File: src/hw/rtl/tkp_pkg.sv
// shared types and constants of the three-key pad
package tkp_pkg;

    localparam int TIME_W = 32;
    localparam int CFG_W  = 16;
    localparam int VOL_W  = 3;
    localparam int IDX_W  = 2;

    // register indexes of the configuration port
    localparam logic [IDX_W-1:0] CFG_SHORT_PRESS = 2'd0;
    localparam logic [IDX_W-1:0] CFG_DOUBLE_CLK  = 2'd1;
    localparam logic [IDX_W-1:0] CFG_BEEP_LEN    = 2'd2;
    localparam logic [IDX_W-1:0] CFG_BEEP_VOL    = 2'd3;

    localparam logic [CFG_W-1:0] RST_SHORT_PRESS = 16'd10;
    localparam logic [CFG_W-1:0] RST_DOUBLE_CLK  = 16'd450;
    localparam logic [CFG_W-1:0] RST_BEEP_LEN    = 16'd50;
    localparam logic [VOL_W-1:0] RST_BEEP_VOL    = 3'd3;

    // key codes
    localparam logic [1:0] KEY_NONE  = 2'd0;
    localparam logic [1:0] KEY_NEXT  = 2'd1;
    localparam logic [1:0] KEY_PREV  = 2'd2;
    localparam logic [1:0] KEY_ENTER = 2'd3;

    localparam logic [VOL_W-1:0] VOL_MIN = 3'd1;
    localparam logic [VOL_W-1:0] VOL_MAX = 3'd4;

    typedef struct packed {
        logic [CFG_W-1:0] short_press_ms;
        logic [CFG_W-1:0] double_click_ms;
        logic [CFG_W-1:0] beep_length_ms;
        logic [VOL_W-1:0] beep_volume;
    } t_cfg;

    typedef struct packed {
        logic              key_pressed;
        logic [1:0]        key_code;
        logic              back_event;
        logic [VOL_W-1:0]  buzzer_drive;
    } t_res;

endpackage

File: src/hw/rtl/tkp_cfg.sv
// configuration registers of the three-key pad
module tkp_cfg
    import tkp_pkg::*;
(
    input  logic              i_clk,
    input  logic              i_rst_n,
    input  logic              i_cfg_we,
    input  logic [IDX_W-1:0]  i_cfg_idx,
    input  logic [CFG_W-1:0]  i_cfg_data,
    output t_cfg              o_cfg
);

    t_cfg r_cfg;
    t_cfg n_cfg;

    always_comb begin
        n_cfg = r_cfg;
        if (i_cfg_we) begin
            case (i_cfg_idx)
                CFG_SHORT_PRESS: n_cfg.short_press_ms  = i_cfg_data;
                CFG_DOUBLE_CLK:  n_cfg.double_click_ms = i_cfg_data;
                CFG_BEEP_LEN:    n_cfg.beep_length_ms  = i_cfg_data;
                CFG_BEEP_VOL:    n_cfg.beep_volume     = i_cfg_data[VOL_W-1:0];
                default:         n_cfg = r_cfg;
            endcase
        end
    end

    always_ff @(posedge i_clk) begin
        if (!i_rst_n) begin
            r_cfg.short_press_ms  <= RST_SHORT_PRESS;
            r_cfg.double_click_ms <= RST_DOUBLE_CLK;
            r_cfg.beep_length_ms  <= RST_BEEP_LEN;
            r_cfg.beep_volume     <= RST_BEEP_VOL;
        end else begin
            r_cfg <= n_cfg;
        end
    end

    assign o_cfg = r_cfg;

endmodule

File: src/hw/rtl/tkp_core.sv
// key, click and beep state with the per-poll update logic
module tkp_core
    import tkp_pkg::*;
(
    input  logic              i_clk,
    input  logic              i_rst_n,
    input  logic              i_step,
    input  logic              i_right_low,
    input  logic              i_left_low,
    input  logic              i_push_low,
    input  logic [TIME_W-1:0] i_now_ms,
    input  t_cfg              i_cfg,
    output t_res              o_res
);

    logic [1:0]        r_held_key,   n_held_key;
    logic              r_push_held,  n_push_held;
    logic [TIME_W-1:0] r_push_start, n_push_start;
    logic [TIME_W-1:0] r_last_click, n_last_click;
    logic [1:0]        r_prev_key,   n_prev_key;
    logic              r_beeping,    n_beeping;
    logic [TIME_W-1:0] r_beep_start, n_beep_start;

    logic [1:0]        poll_key;
    logic              is_click;
    logic              is_double;
    logic              beep_req;
    logic [TIME_W-1:0] held_time;
    logic [TIME_W-1:0] click_gap;
    logic [TIME_W-1:0] beep_time;
    logic [VOL_W-1:0]  level;

    assign held_time = i_now_ms - r_push_start;
    assign click_gap = i_now_ms - r_last_click;

    always_comb begin
        n_push_held  = r_push_held;
        n_push_start = r_push_start;
        n_last_click = r_last_click;
        is_click     = 1'b0;
        is_double    = 1'b0;
        if (i_right_low) begin
            poll_key = KEY_NEXT;
        end else if (i_left_low) begin
            poll_key = KEY_PREV;
        end else if (i_push_low) begin
            poll_key = KEY_ENTER;
            if (!r_push_held) begin
                n_push_held  = 1'b1;
                n_push_start = i_now_ms;
            end
        end else begin
            poll_key    = KEY_NONE;
            is_click    = r_push_held &&
                          (held_time >= {{(TIME_W-CFG_W){1'b0}}, i_cfg.short_press_ms});
            n_push_held = 1'b0;
            if (is_click) begin
                // a stored time of zero reads as no click
                if ((r_last_click != '0) &&
                    (click_gap <= {{(TIME_W-CFG_W){1'b0}}, i_cfg.double_click_ms})) begin
                    is_double    = 1'b1;
                    n_last_click = '0;
                end else begin
                    n_last_click = i_now_ms;
                end
            end
        end
    end

    always_comb begin
        n_held_key = (poll_key != KEY_NONE) ? poll_key : r_held_key;
        n_prev_key = poll_key;
        beep_req   = is_double || ((poll_key != KEY_NONE) && (poll_key != r_prev_key));
        // a running beep keeps its start time
        n_beep_start = r_beeping ? r_beep_start : i_now_ms;
        beep_time    = i_now_ms - n_beep_start;
        n_beeping    = (r_beeping || beep_req) &&
                       (beep_time < {{(TIME_W-CFG_W){1'b0}}, i_cfg.beep_length_ms});
    end

    always_comb begin
        if (i_cfg.beep_volume < VOL_MIN) begin
            level = VOL_MIN;
        end else if (i_cfg.beep_volume > VOL_MAX) begin
            level = VOL_MAX;
        end else begin
            level = i_cfg.beep_volume;
        end
    end

    always_comb begin
        o_res.key_pressed  = (poll_key != KEY_NONE);
        o_res.key_code     = n_held_key;
        o_res.back_event   = is_double;
        o_res.buzzer_drive = n_beeping ? level : '0;
    end

    always_ff @(posedge i_clk) begin
        if (!i_rst_n) begin
            r_held_key   <= KEY_NONE;
            r_push_held  <= 1'b0;
            r_push_start <= '0;
            r_last_click <= '0;
            r_prev_key   <= KEY_NONE;
            r_beeping    <= 1'b0;
            r_beep_start <= '0;
        end else if (i_step) begin
            r_held_key   <= n_held_key;
            r_push_held  <= n_push_held;
            r_push_start <= n_push_start;
            r_last_click <= n_last_click;
            r_prev_key   <= n_prev_key;
            r_beeping    <= n_beeping;
            r_beep_start <= n_beep_start;
        end
    end

endmodule

File: src/hw/rtl/three_key_pad_with_double_click.sv
// a poll's result passes through the input register and then the result register on its way to the outputs
// throughput: one poll per cycle while results are taken; a held result stalls only when both stages are full
// each poll updates the key, click and beep state as it leaves the input stage
// reset (synchronous, active low) empties both stages, clears the key, click and beep state to zero and loads
// the configuration defaults: short press 10, double click 450, beep length 50, volume 3
module three_key_pad_with_double_click
    import tkp_pkg::*;
(
    input  logic              i_clk,
    input  logic              i_rst_n,
    input  logic              i_valid,
    output logic              o_ready,
    input  logic              i_right_low,
    input  logic              i_left_low,
    input  logic              i_push_low,
    input  logic [TIME_W-1:0] i_now_ms,
    output logic              o_valid,
    input  logic              i_ready,
    output logic              o_key_pressed,
    output logic [1:0]        o_key_code,
    output logic              o_back_event,
    output logic [VOL_W-1:0]  o_buzzer_drive,
    input  logic              i_cfg_we,
    input  logic [IDX_W-1:0]  i_cfg_idx,
    input  logic [CFG_W-1:0]  i_cfg_data
);

    logic              r_in_valid;
    logic              r_right, r_left, r_push;
    logic [TIME_W-1:0] r_now;
    logic              r_out_valid;
    t_res              r_res;

    logic out_free;
    logic step;
    t_cfg cfg;
    t_res res;

    assign out_free = !r_out_valid || i_ready;
    assign step     = r_in_valid && out_free;
    assign o_ready  = !r_in_valid || out_free;

    tkp_cfg u_cfg (
        .i_clk      (i_clk),
        .i_rst_n    (i_rst_n),
        .i_cfg_we   (i_cfg_we),
        .i_cfg_idx  (i_cfg_idx),
        .i_cfg_data (i_cfg_data),
        .o_cfg      (cfg)
    );

    tkp_core u_core (
        .i_clk       (i_clk),
        .i_rst_n     (i_rst_n),
        .i_step      (step),
        .i_right_low (r_right),
        .i_left_low  (r_left),
        .i_push_low  (r_push),
        .i_now_ms    (r_now),
        .i_cfg       (cfg),
        .o_res       (res)
    );

    always_ff @(posedge i_clk) begin
        if (!i_rst_n) begin
            r_in_valid  <= 1'b0;
            r_out_valid <= 1'b0;
        end else begin
            if (o_ready) begin
                r_in_valid <= i_valid;
            end
            if (out_free) begin
                r_out_valid <= r_in_valid;
            end
        end
    end

    always_ff @(posedge i_clk) begin
        if (i_valid && o_ready) begin
            r_right <= i_right_low;
            r_left  <= i_left_low;
            r_push  <= i_push_low;
            r_now   <= i_now_ms;
        end
        if (step) begin
            r_res <= res;
        end
    end

    assign o_valid        = r_out_valid;
    assign o_key_pressed  = r_res.key_pressed;
    assign o_key_code     = r_res.key_code;
    assign o_back_event   = r_res.back_event;
    assign o_buzzer_drive = r_res.buzzer_drive;

endmodule

File: config.mk
export PLATFORM = sky130hd
export DESIGN_NAME = three_key_pad_with_double_click
export DESIGN_NICKNAME = d
export VERILOG_FILES = /design/src/hw/rtl/tkp_pkg.sv /design/src/hw/rtl/tkp_cfg.sv /design/src/hw/rtl/tkp_core.sv /design/src/hw/rtl/three_key_pad_with_double_click.sv
export SDC_FILE = /design/constraint.sdc
export NUM_CORES = 1
export LEC_CHECK = 0
export BUFFER_PORTS_ARGS = -buffer_cell sky130_fd_sc_hd__clkbuf_2
export CORE_ASPECT_RATIO = 0.8
export CORE_MARGIN = 1.5
export CORE_UTILIZATION = 47
export DETAILED_ROUTE_END_ITERATION = 7
export HOLD_SLACK_MARGIN = 0.03
export SLEW_MARGIN = 40
export SYNTH_ARGS = -nofsm -noshare
export SYNTH_HDL_FRONTEND = slang
export SYNTH_SLANG_ARGS = --single-unit
File: constraint.sdc
create_clock -name i_clk -period 7.9 [get_ports i_clk]
set_clock_uncertainty 0.05 [all_clocks]
set_input_delay 0.79 -clock i_clk [delete_from_list [all_inputs] [get_ports i_clk]]
set_output_delay 0.79 -clock i_clk [all_outputs]
set_load 0.01 [all_outputs]
==> results.txt, run 1 <==
- Status: finished, final reports clean
- The number of global-route vias before repair came to 12.55k.
- The die is 201.8 um wide.
* Top-level I/O count: 67
- Number of gates resized after CTS: 0
- Number of clock sinks seen by CTS: 197
- Among all cell types in the netlist, the one instantiated most often is sky130_fd_sc_hd__nand2_1.
* Area growth from synthesis to layout: 6.869%
- Once the clock tree was built, the setup fixing pass inserted 0 buffers.
- From bottom edge to top edge, the die measures 162.1 um.
- Critical path start-end classification: flop to flop
* Synth Instances: 1,863
- WHS Path Cells: 2
- The worst path in the final design needs a cycle of 6057 ps, including I/O delays and setup.
- The worst setup path is captured at a flop.
* DRC violations left: 0
- Distinct cell type count of the synthesized netlist: 97
- The cell sitting at the root of the clock tree is a sky130_fd_sc_hd__clkbuf_16.
- After detailed placement, the total cell area comes to 15,320 sq um.
* Worst EP required: 8110 ps
* Number of antenna violations at the first check in global routing: 1
- Final cycle utilization of the critical path: 0.7667
* Final non-filler cell total: 2,300
- Of all nets on the critical path, the largest fanout is 30.
- Row generation in the floorplan step produced 58 rows.
- Die area: 32,710 sq um
- Rel. slew slack: 0.3687
- Yosys top cell area share: 0.2088
- At the pin with the least slew margin, the transition time is approximately 940 ps.
- Detailed-routing iteration count for the pre-antenna-repair pass: 5
- # hold bufs at CTS: 0
- For this run, the total global-route usage over all layers was measured as 0.2699.
* Final core utilization: 0.5078
* Vias: 13.46k
- Top area cells in the synthesized netlist: sky130_fd_sc_hd__dfxtp_1 21%, sky130_fd_sc_hd__ha_1 12%, sky130_fd_sc_hd__edfxtp_1 8.5%, sky130_fd_sc_hd__nand2_1 7.1%, sky130_fd_sc_hd__a21oi_1 6.5%
- The H-tree generated during clock tree synthesis spans 4 levels.
* P_leak: around 6 nW
- At the later pin of the worst-skew pair, clock insertion delay measures 450 ps.
- Placed wire-length estimate after detailed placement: 34,760 um
* Maximum VDD drop: 0.1653 mV
- Starting Density: 0.4752
- The first routing iteration left 1,137 violations.
- Fill cells in the final layout number 3,143.
- During synthesis, Yosys emitted a total of 0 warnings.
- TritonCTS clock tree: built
* Most instantiated cells after synthesis: 281 x sky130_fd_sc_hd__nand2_1, 194 x sky130_fd_sc_hd__a21oi_1, 155 x sky130_fd_sc_hd__dfxtp_1
* Post-synthesis instance area: around 15,000 sq um
- The repair_antennas step left the layout with diodes totalling 0.
- Setup violations remaining at the end of the flow were counted as 0.
* Fraction of final layout cells with drive strength greater than 1: 0.08298
- The most used flip-flop cell after synthesis is sky130_fd_sc_hd__dfxtp_1.
- Fmax: 165.1 MHz
- Count of antenna-violating nets left after detailed routing: 0
- Max-cap violations: 0
- Crit path largest cell delay: 540 ps
- Port Buffers: 66
* Worst hold path type: flop to flop
- Setup repair after global routing left no endpoint under its margin.
- Flip-flop and latch count after synthesis: around 200
- The total area inside the core boundary comes to 31,280 sq um.
* Maximum clock path buffer count: 2
- After synthesis, the mean cell area works out to 7.978 sq um.
* Total Routed Length: roughly 44,000 um
- The first global-routing pass estimated 69,060 um of wire.
- Synthesis produced a netlist with a net count of roughly 2.1k.
- Net count, final: between 2k and 2.5k
- Entering global routing, the biggest net connects 77 pins.
- Area of all placed cells without fillers: around 16,000 sq um
- Wire length per cell: 19.10 um
* Post-CTS clock slew at the launch and capture registers of the worst setup and hold paths: ~80 ps
- Largest area contributor in the netlist: sky130_fd_sc_hd__dfxtp_1
- Most used cell along the critical path: sky130_fd_sc_hd__o21ai_0
* Post-synthesis sequential area ratio: 0.2936
* Ys async rst share: 0
- Routability congestion estimate: roughly 0.94
- Number of failing hold endpoints at the final stage: 0
- Placed cells: 2,268
- Slew Viols, Final: 0
- Setup total negative slack: 0 ps
- Cells along the critical path: buf_4 -> mux2i_1 -> ha_1 -> a211oi_1 -> nor3_1 -> a211o_1 -> and2_1 -> o21ai_0 -> nand2b_1 -> a21oi_1 -> o21bai_1 -> xnor2_1 -> ha_1 -> a21oi_1 -> nor2b_1 -> o21ai_0 -> o21ai_0 -> nor3_1 -> nand4_1 -> or4_1 -> nor4_2 -> nand3_1 -> a2111oi_2
- Summed over all layers, the global routing overflow is 0.
- For the worst setup path, the data arrival time is 6270 ps.
- Via/cell ratio: 5.853
- STA classifies the critical path startpoint as a flop.
- The slowest stage of the critical path is the sky130_fd_sc_hd__or4_1 cell.
* Post-synth EDFFs: 42
* Number of buffers created by CTS: 17
* Depth of the most critical reg-to-reg path: 23
- Dividing total power by cell area gives a power density of 164.5 nW/um^2.
-- final cells by class --
cell class | count | area (sq um) | share of cell area
Multi-Input combinational cell | 1433 | 9498 | 0.5980
Sequential cell | 197 | 4365 | 0.2748
Inverter | 145 | 545.5 | 0.03434
Tap cell | 420 | 525.5 | 0.03308
Clock buffer | 17 | 425.4 | 0.02678
Timing Repair Buffer | 73 | 382.9 | 0.02410
Clock inverter | 15 | 141.4 | 0.008901
-- path summary, 6_finish.rpt --
kind	slack, ps	startpoint	to
max	1840	u_core.r_beeping$_SDFFE_PN0P_	o_buzzer_drive[0]$_SDFFCE_PN0P_
min reg2reg	400	u_core.r_push_start[12]$_SDFFE_PN0P_	u_core.r_push_start[12]$_SDFFE_PN0P_
min	400	u_core.r_push_start[12]$_SDFFE_PN0P_	u_core.r_push_start[12]$_SDFFE_PN0P_
max reg2reg	1840	u_core.r_beeping$_SDFFE_PN0P_	o_buzzer_drive[0]$_SDFFCE_PN0P_
-- logic make-up (layout without fill, tap and decap cells) --
group,count (synthesis),after routing,synth area share
flops,197,197,0.2936
xor+xnor,59,59,0.03477
compound gates,509,509,0.2244
mux,75,75,0.05085
fa+ha+maj,143,143,0.1219
buf+inv,233,250,0.06903
simple gates,647,647,0.2054
-- placed cells by master (no fill, tap or decap), types with 9 or more instances in the layout --
cell type / netlist / routed
sky130_fd_sc_hd__nor2b_1: 11 / 11
sky130_fd_sc_hd__mux2i_1: 71 / 71
sky130_fd_sc_hd__xnor2_1: 35 / 35
sky130_fd_sc_hd__o21a_1: 14 / 14
sky130_fd_sc_hd__nand2_1: 281 / 280
sky130_fd_sc_hd__nor3_1: 30 / 30
sky130_fd_sc_hd__ha_1: 140 / 140
sky130_fd_sc_hd__and2_1: 14 / 13
sky130_fd_sc_hd__nor4_1: 17 / 16
sky130_fd_sc_hd__o2111ai_1: 10 / 10
sky130_fd_sc_hd__nand2b_1: 17 / 17
sky130_fd_sc_hd__o21ai_0: 59 / 59
sky130_fd_sc_hd__nand3_1: 69 / 69
sky130_fd_sc_hd__a211oi_1: 47 / 47
sky130_fd_sc_hd__a21oi_1: 194 / 194
sky130_fd_sc_hd__edfxtp_1: 42 / 42
sky130_fd_sc_hd__clkbuf_2: 1 / 66
sky130_fd_sc_hd__clkbuf_16: 0 / 17
sky130_fd_sc_hd__and3_1: 9 / 9
sky130_fd_sc_hd__o211ai_1: 27 / 27
sky130_fd_sc_hd__xor2_1: 24 / 24
sky130_fd_sc_hd__a21o_1: 52 / 52
sky130_fd_sc_hd__nor2_1: 111 / 110
sky130_fd_sc_hd__inv_1: 145 / 143
sky130_fd_sc_hd__dfxtp_1: 155 / 154
sky130_fd_sc_hd__nand4_1: 31 / 31
sky130_fd_sc_hd__a31oi_1: 14 / 14
-- sequential cells by signal (all words and copies together), names as in the netlist, 2 cells and up --
name                 count
r_now                   32
o_key_code               2
u_core.r_held_key        2
u_core.r_prev_key        2
u_cfg.o_cfg             51
o_buzzer_drive           3
u_core.r_push_start     32
u_core.r_beep_start     32
u_core.r_last_click     32
-- stage by stage --
stage	total power, mW	setup WS, ps	hold slack [ps]
after floorplan	1.583	2352	383.6
after global routing	2.736	1431	421.5
after global placement	1.750	2026	391.7
after detailed placement	1.755	1889	397.0
after CTS	2.618	1872	408.2
final	2.613	1843	404.5
-- routing by layer --
layer | global-route usage | share of wire | up-vias
met5 | 0 | 0 | -
met4 | 0.07972 | 0.022 | 0
met3 | 0.04033 | 0.061 | 46
met2 | 0.4074 | 0.42 | 375
met1 | 0.3959 | 0.49 | 6331
li1 | - | - | 6709
-- critical path: cells and delay by family (launching register included) --
kind	cells	cell delay, ps
adders and majority gates	2	490
buffers and inverters	1	480
muxes	1	290
and+or+nand+nor	9	2000
DFF	1	480
AOI/OAI and AO/OA	9	1950
xor gates and xnor gates	1	130
-- power breakdown --
group / internal [mW] / leakage (nW) / switching, mW / total, mW
combinational: 0.247 / 4.20 / 0.389 / 0.636
clock: 0.418 / 0.279 / 0.451 / 0.869
sequential: 1.07 / 1.67 / 0.0429 / 1.11
total: 1.73 / 6.15 / 0.883 / 2.61
(Power assumes the default switching activity.)
==> inputs of run 2 (changes only) <==
==> constraint.sdc (replaced) <==
create_clock -name i_clk -period 5.75 [get_ports i_clk]
set_clock_uncertainty 0.05 [all_clocks]
set_input_delay 0.575 -clock i_clk [delete_from_list [all_inputs] [get_ports i_clk]]
set_output_delay 0.575 -clock i_clk [all_outputs]
set_load 0.01 [all_outputs]
==> run 2 against run 1 <==
Compared with the run above: count of clock-buffer cells in the layout unchanged; final cell count grew 0.87%; sequential share of layout area is 0.48 points lower; clock power up 39%; combinational power increased by 41%; total power grew 39%; largest power group unchanged.
==> results.txt, run 2 (same netlist as run 1, synthesis figures left out) <==
* Number of failing hold endpoints at the final stage: 0
* Number of diodes: 0
- Entering global routing, the biggest net connects 77 pins.
- Data arrives at the worst endpoint at 5760 ps.
- Total power for the finished layout comes to 3.629 mW.
- Final cycle utilization of the critical path: 0.9659
- Global-route wire length before repair: approximately 69,000 um
- Count of antenna-violating nets left after detailed routing: 0
- The tool flagged a number of max-cap violations equal to 0.
- The die covers 32,710 sq um.
- The worst setup path is captured at a flop.
- Place WS: 156.7 ps
* Slew Viols, Final: 0
- In this run the count of I/O pins placed on the die edge is 67.
* DRC violations left: 0
* Final setup viols: 0
* Area growth from synthesis to layout: 8.772%
* P_leak: 6.271 nW
* Crit path largest cell delay: 590 ps
- Multi-input gate area in the final layout: approximately 9600 sq um
* Maximum VDD drop: 0.1982 mV
- Fraction of final layout cells with drive strength greater than 1: 0.09842
- Register area: 4365 sq um
- The number of cells on the worst reg-to-reg path is 17.
- Routability-driven placement finished with a final weighted congestion of 0.9415.
* Via count of the first global-routing pass: 12.62k
* TritonCTS clock tree: built
- Worst R2R Start: r_now[9]$_DFFE_PP_
* Critical path start-end classification: flop to flop
* Clock Tree Root: sky130_fd_sc_hd__clkbuf_16
* Register-to-register setup slack: 200 ps
- Rel. slew slack: 0.5008
* Chip Height: 162.1 um
* CORE AREA: 31,280 sq um
* Cell with the largest stage delay on the worst path: sky130_fd_sc_hd__edfxtp_1
* Highest-count cells in the layout ignoring fill and taps: 280 x sky130_fd_sc_hd__nand2_1, 192 x sky130_fd_sc_hd__a21oi_1, 154 x sky130_fd_sc_hd__dfxtp_1
- Count of filler cells inserted in the layout: between 3k and 4k
- Worst hold path type: input port to flop
* Fmax: 180.1 MHz
* Status: finished, final reports clean
* Final core utilization: 0.5169
- The register with the most flip-flops in the layout has 51 of them.
* Number of H-tree levels: 4
- Net count, final: 2,088
- Wire length per cell: ~19 um
* Cell Pwr Density: around 220 nW/um^2
- Starting Density: 0.4752
* WHS Path Cells: 1
- Of all nets on the critical path, the largest fanout is 7.
* Via/cell ratio: roughly 5.9
- Adding up every negative setup slack in the final design gives 0 ps.
- Input and output buffers added on the ports amount to 66.
* Initial detailed-routing violation count: 916
- Number of antenna violations at the first check in global routing: 0
* Final Critical Period: 5554 ps
- In this run, post-CTS hold repair placed 0 buffers.
- Cells along the critical path: ha_1 -> nand4_1 -> or3_1 -> a21oi_1 -> nor2_1 -> xnor2_1 -> ha_1 -> nand3_1 -> nand2_1 -> a21o_1 -> a2111oi_0 -> a21oi_1 -> or4_1 -> nor4_2 -> and4_1 -> a41oi_4 -> a2111oi_2
- Hold worst-path end: r_now[5]$_DFFE_PP_
- The later pin in the worst-skew pair is clocked with a latency of approximately 460 ps.
- Before antenna repair, the detailed router went through 5 iterations.
- In this run the core area contains 58 standard-cell rows.
* Worst EP required: 5960 ps
* Placed wire-length estimate after detailed placement: 35,010 um
- Setup crit start kind: flop
- Post-CTS clock slew at the launch and capture registers of the worst setup and hold paths: 90 ps
- Slew of the pin with the lowest slew margin: 748.8 ps
- Placed cells: 2,279
- Number of clock sinks seen by CTS: roughly 200
- Vias: between 10k and 15k
* Setup ws final: 196.3 ps
- FF-to-FF End: o_buzzer_drive[0]$_SDFFCE_PN0P_
- Final non-filler cell total: 2,320
* Launch instance of the worst min-delay path: i_now_ms[5]
* Overflow left after global routing: 0
- Commonest non-fill, non-tap cell in the layout: sky130_fd_sc_hd__nand2_1
- Width of the die: 201.8 um
- Across every metal layer, demand over resource in global routing totals 0.2693.
- In this run, CTS created clock tree buffers numbering 17.
- For this block, the routed nets add up to between 40,000 and 50,000 um of wire.
* Maximum clock path buffer count: 2
-- run 2: what timing repair did --
action	in CTS	in global routing
gates resized for setup	0	17
setup endpoints to repair	0	37
setup buffers	0	8
-- run 2: cell type report --
cell class | count | share of cell area
sequential | 197 | 0.2700
timing repair buffer | 93 | 0.03475
tap | 420 | 0.03251
inverter | 145 | 0.03405
clock buffer | 17 | 0.02631
clock inverter | 15 | 0.009829
multi-input combinational | 1433 | 0.5925
-- run 2: worst max-delay path by stage --
stage	start	to	slack (ps)	cells after the start
floorplan	u_core.r_beeping$_SDFFE_PN0P_	o_buzzer_drive[0]$_SDFFCE_PN0P_	200	24
global placement	r_now[4]$_DFFE_PP_	o_buzzer_drive[2]$_SDFFCE_PP0P_	260	21
detailed placement	r_now[4]$_DFFE_PP_	u_core.r_last_click[25]$_SDFFE_PN0P_	160	22
CTS	r_now[4]$_DFFE_PP_	u_core.r_last_click[25]$_SDFFE_PN0P_	130	22
global route	r_now[0]$_DFFE_PP_	o_buzzer_drive[0]$_SDFFCE_PN0P_	-2	18
finish	r_now[9]$_DFFE_PP_	o_buzzer_drive[0]$_SDFFCE_PN0P_	200	17
-- run 2: where the power goes --
group | leakage, nW | total [mW] | switching [mW] | internal (mW)
registers | 1.67 | 1.52 | 0.0606 | 1.46
clock network | 0.278 | 1.21 | 0.624 | 0.582
logic | 4.32 | 0.899 | 0.548 | 0.351
total | 6.27 | 3.63 | 1.23 | 2.40
-- run 2: critical path: cells and delay by family, from the launching register on --
kind / cells / cell delay, ps
AND/OR/NAND/NOR: 8 / 2080
adder cells (fa/ha/maj): 2 / 800
flip-flops: 1 / 590
XOR/XNOR: 1 / 200
AO/OA/AOI/OAI: 6 / 1640
-- run 2: layer usage --
layer,part of all wire,track usage
met5,0,0
met4,0.023,0.08650
met3,0.058,0.04675
met2,0.43,0.4091
met1,0.49,0.3864
-- run 2: metrics by stage --
step / area [sq um] / hold slack [ps]
2_1_floorplan: 14860 / 383.6
3_3_place_gp: 15400 / 392.6
3_5_place_dp: 15420 / 397.0
4_1_cts: 16000 / 223.0
5_1_grt: 16170 / 223.2
6_report: 16170 / 235.9
==> inputs of run 3 (changes only) <==
--- a/config.mk
+++ b/config.mk
@@ -9,6 +9,7 @@
 export CORE_ASPECT_RATIO = 0.8
 export CORE_MARGIN = 1.5
 export CORE_UTILIZATION = 47
+export CTS_BUF_LIST = sky130_fd_sc_hd__clkbuf_4
 export DETAILED_ROUTE_END_ITERATION = 7
 export HOLD_SLACK_MARGIN = 0.03
 export SLEW_MARGIN = 40
==> run 3 against run 2 <==
Compared with the run above: die area stayed put; cell area hardly changed; sequential power hardly changed; sequential share of layout area hardly changed; wire length is 0.43% higher; flip-flop and latch count stayed put; critical endpoint unchanged.
==> results.txt, run 3 (same netlist as run 1, synthesis figures left out) <==
* Count of antenna-violating nets left after detailed routing: 0
- The finished cells cover 16,170 sq um.
* Area growth from synthesis to layout: 8.823%
- Number of antenna violations at the first check in global routing: 1
- In this run the critical register-to-register path is launched from r_now[3]$_DFFE_PP_.
* Number of clock sinks seen by CTS: 197
* Insertion delay to the later sink of the worst-skew pair: 630 ps
- Depth of the most critical reg-to-reg path: 17
- Number of H-tree levels: 4
- Launch instance of the worst min-delay path: i_push_low
* Total Power: around 3.2 mW
- The worst register-to-register path has a setup slack of 110 ps.
* Maximum clock path buffer count: 2
- The floorplan step defined a die boundary enclosing 32,710 sq um.
- Dividing the final minimum period by the clock period gives 0.9804.
* Hold worst-path end: r_push$_DFFE_PP_
- Crit path largest cell delay: 570 ps
- Via count of the first global-routing pass: ~13k
- Highest-count cells in the layout ignoring fill and taps: 280 x sky130_fd_sc_hd__nand2_1, 193 x sky130_fd_sc_hd__a21oi_1, 154 x sky130_fd_sc_hd__dfxtp_1
- The run finished with clean final reports.
- Placed wire-length estimate after detailed placement: around 35,000 um
- The endpoint identified for the worst register-to-register timing path is o_buzzer_drive[0]$_SDFFCE_PN0P_.
* DRC violations left: 0
- In the global route stage, overall resource usage came out at 0.2700.
- Overflow left after global routing: 0
- Input and output buffers added on the ports amount to 66.
- TritonCTS built the clock tree.
- For this block, wires on met1 add up to 21,320 um.
- Worst EP required: 6150 ps
* Wire length per cell: about 19 um
- For this design the static power due to leakage is between 6 and 7 nW.
- Entering global routing, the biggest net connects 77 pins.
- Category of the worst setup path capture point: flop
- Wire length on met3: 2836 um
- Fraction of final layout cells with drive strength greater than 1: 0.09788
- The critical path goes through buf_4 -> ha_1 -> o2111ai_1 -> a211o_1 -> a21oi_1 -> nor2_1 -> xnor2_1 -> ha_1 -> nand4_1 -> nor3_1 -> a2111oi_0 -> a21oi_1 -> or4_1 -> nor4_2 -> and4_1 -> a41oi_4 -> a2111oi_2.
- The cell sitting at the root of the clock tree is a sky130_fd_sc_hd__clkbuf_4.
* Rel. slew slack: 0.4881
- Maximum VDD drop: 0.1452 mV
- The first routing iteration left roughly 900 violations.
- Fmax: 177.4 MHz
- Total Routed Length: roughly 45,000 um
- Pin placement for this block handled between 60 and 70 I/O pins.
- Net count, final: 2,119
- Final setup viols: 0
* Vias: 13.72k
- Along the worst hold path, the cell count comes to 1.
* Cell Pwr Density: 198.4 nW/um^2
- Via/cell ratio: a little under 6
- Global-route wire length before repair: 69,120 um
- Measured along the y axis, the die boundary spans about 160 um.
- The final count of pins violating max slew is 0.
- Final Critical Period: 5637 ps
- Detailed-routing iteration count for the pre-antenna-repair pass: 6
- Post-CTS clock slew at the launch and capture registers of the worst setup and hold paths: 180 ps
* Final core utilization: 0.5171
- Width of the die: 201.8 um
- The library cell used most frequently in the layout, excluding fill and tap cells, is sky130_fd_sc_hd__nand2_1.
* Top layer in use: met4
- Cell with the largest stage delay on the worst path: sky130_fd_sc_hd__or4_1
* Post-placement cell area: roughly 15,000 sq um
* Routability congestion estimate: 0.9415
- For the worst setup path, the data arrival time is approximately 6000 ps.
* Setup crit start kind: flop
- Number of failing hold endpoints at the final stage: 0
- For this configuration, the core starts out at a cell density of 0.4752.
- Largest fanout of any net on the critical path: 5
* Routed wl met2: 19,360 um
- Max FFs per register: 51
- Max-cap violations: 0
- Counting the buffers created by CTS gives 17.
* Core Rows: 58
* Slew of the pin with the lowest slew margin: 767.8 ps
* Worst hold path type: input port to flop
- Critical path start-end classification: flop to flop
* CORE AREA: around 31,000 sq um
[run 3: changes by cell type in the layout (fill, tap and decap cells not counted), sizes merged]
cell and change:
dlygate4sd3 +28, buf +3, diode +1
[run 3: what timing repair did]
| item | CTS | global route |
|---|---|---|
| endpoints found under the setup margin | 0 | 37 |
| resized for setup | 0 | 16 |
| hold endpoints to repair | 24 | 4 |
| setup buffers | 0 | 11 |
| hold buffers | 24 | 4 |
[run 3: worst max-delay path by stage]
stage	startpoint	to	slack, ps	depth (start not counted)
global placement	r_now[4]$_DFFE_PP_	o_buzzer_drive[2]$_SDFFCE_PP0P_	260	21
CTS	r_now[4]$_DFFE_PP_	u_core.r_last_click[25]$_SDFFE_PN0P_	110	22
detailed placement	r_now[4]$_DFFE_PP_	u_core.r_last_click[25]$_SDFFE_PN0P_	160	22
global route	r_now[3]$_DFFE_PP_	o_buzzer_drive[0]$_SDFFCE_PN0P_	-30	17
finish	r_now[3]$_DFFE_PP_	o_buzzer_drive[0]$_SDFFCE_PN0P_	110	17
floorplan	u_core.r_beeping$_SDFFE_PN0P_	o_buzzer_drive[0]$_SDFFCE_PN0P_	200	24
[run 3: worst max-delay path: cells and delay by family (launching register included)]
family                   cells  cell delay (ps)
buffers and inverters        1              190
XOR/XNOR                     1              230
AO/OA/AOI/OAI                7             2220
AND/OR/NAND/NOR              6             1590
adder cells (fa/ha/maj)      2              660
flip-flops                   1              500
[run 3: cell type report]
type | instances | area [sq um]
Inverter | 145 | 550.5
Timing Repair Buffer | 124 | 860.8
Tap cell | 420 | 525.5
Clock buffer | 17 | 127.6
Multi-Input combinational cell | 1433 | 9583
Sequential cell | 197 | 4365
Antenna cell | 1 | 2.502
Fill cell | 3084 | 15100
Clock inverter | 15 | 158.9
[run 3: routing by layer]
layer  track usage  vias to the layer above
met5             0                        -
met4       0.08955                        0
met1        0.3871                     6524
met2        0.4133                      334
li1              -                     6812
met3       0.04173                       51
[run 3: per-stage QoR]
step | hold slack, ps | setup TNS (ps) | instances | setup slack (ps)
after floorplan | 383.6 | 0 | 1863 | 201.8
after global placement | 392.6 | 0 | 2279 | 258.3
after detailed placement | 397.0 | 0 | 2279 | 156.7
after CTS | 30.23 | 0 | 2335 | 105.7
after global routing | 31.80 | -28.36 | 2352 | -28.36
final | 69.81 | 0 | 2352 | 112.8
[run 3: report_power, final]
group          switching (mW)  internal (mW)  leakage [nW]
Clock                   0.570          0.198         0.147
Sequential             0.0582           1.47          1.67
Combinational           0.552          0.364          4.45
Total                    1.18           2.03          6.27
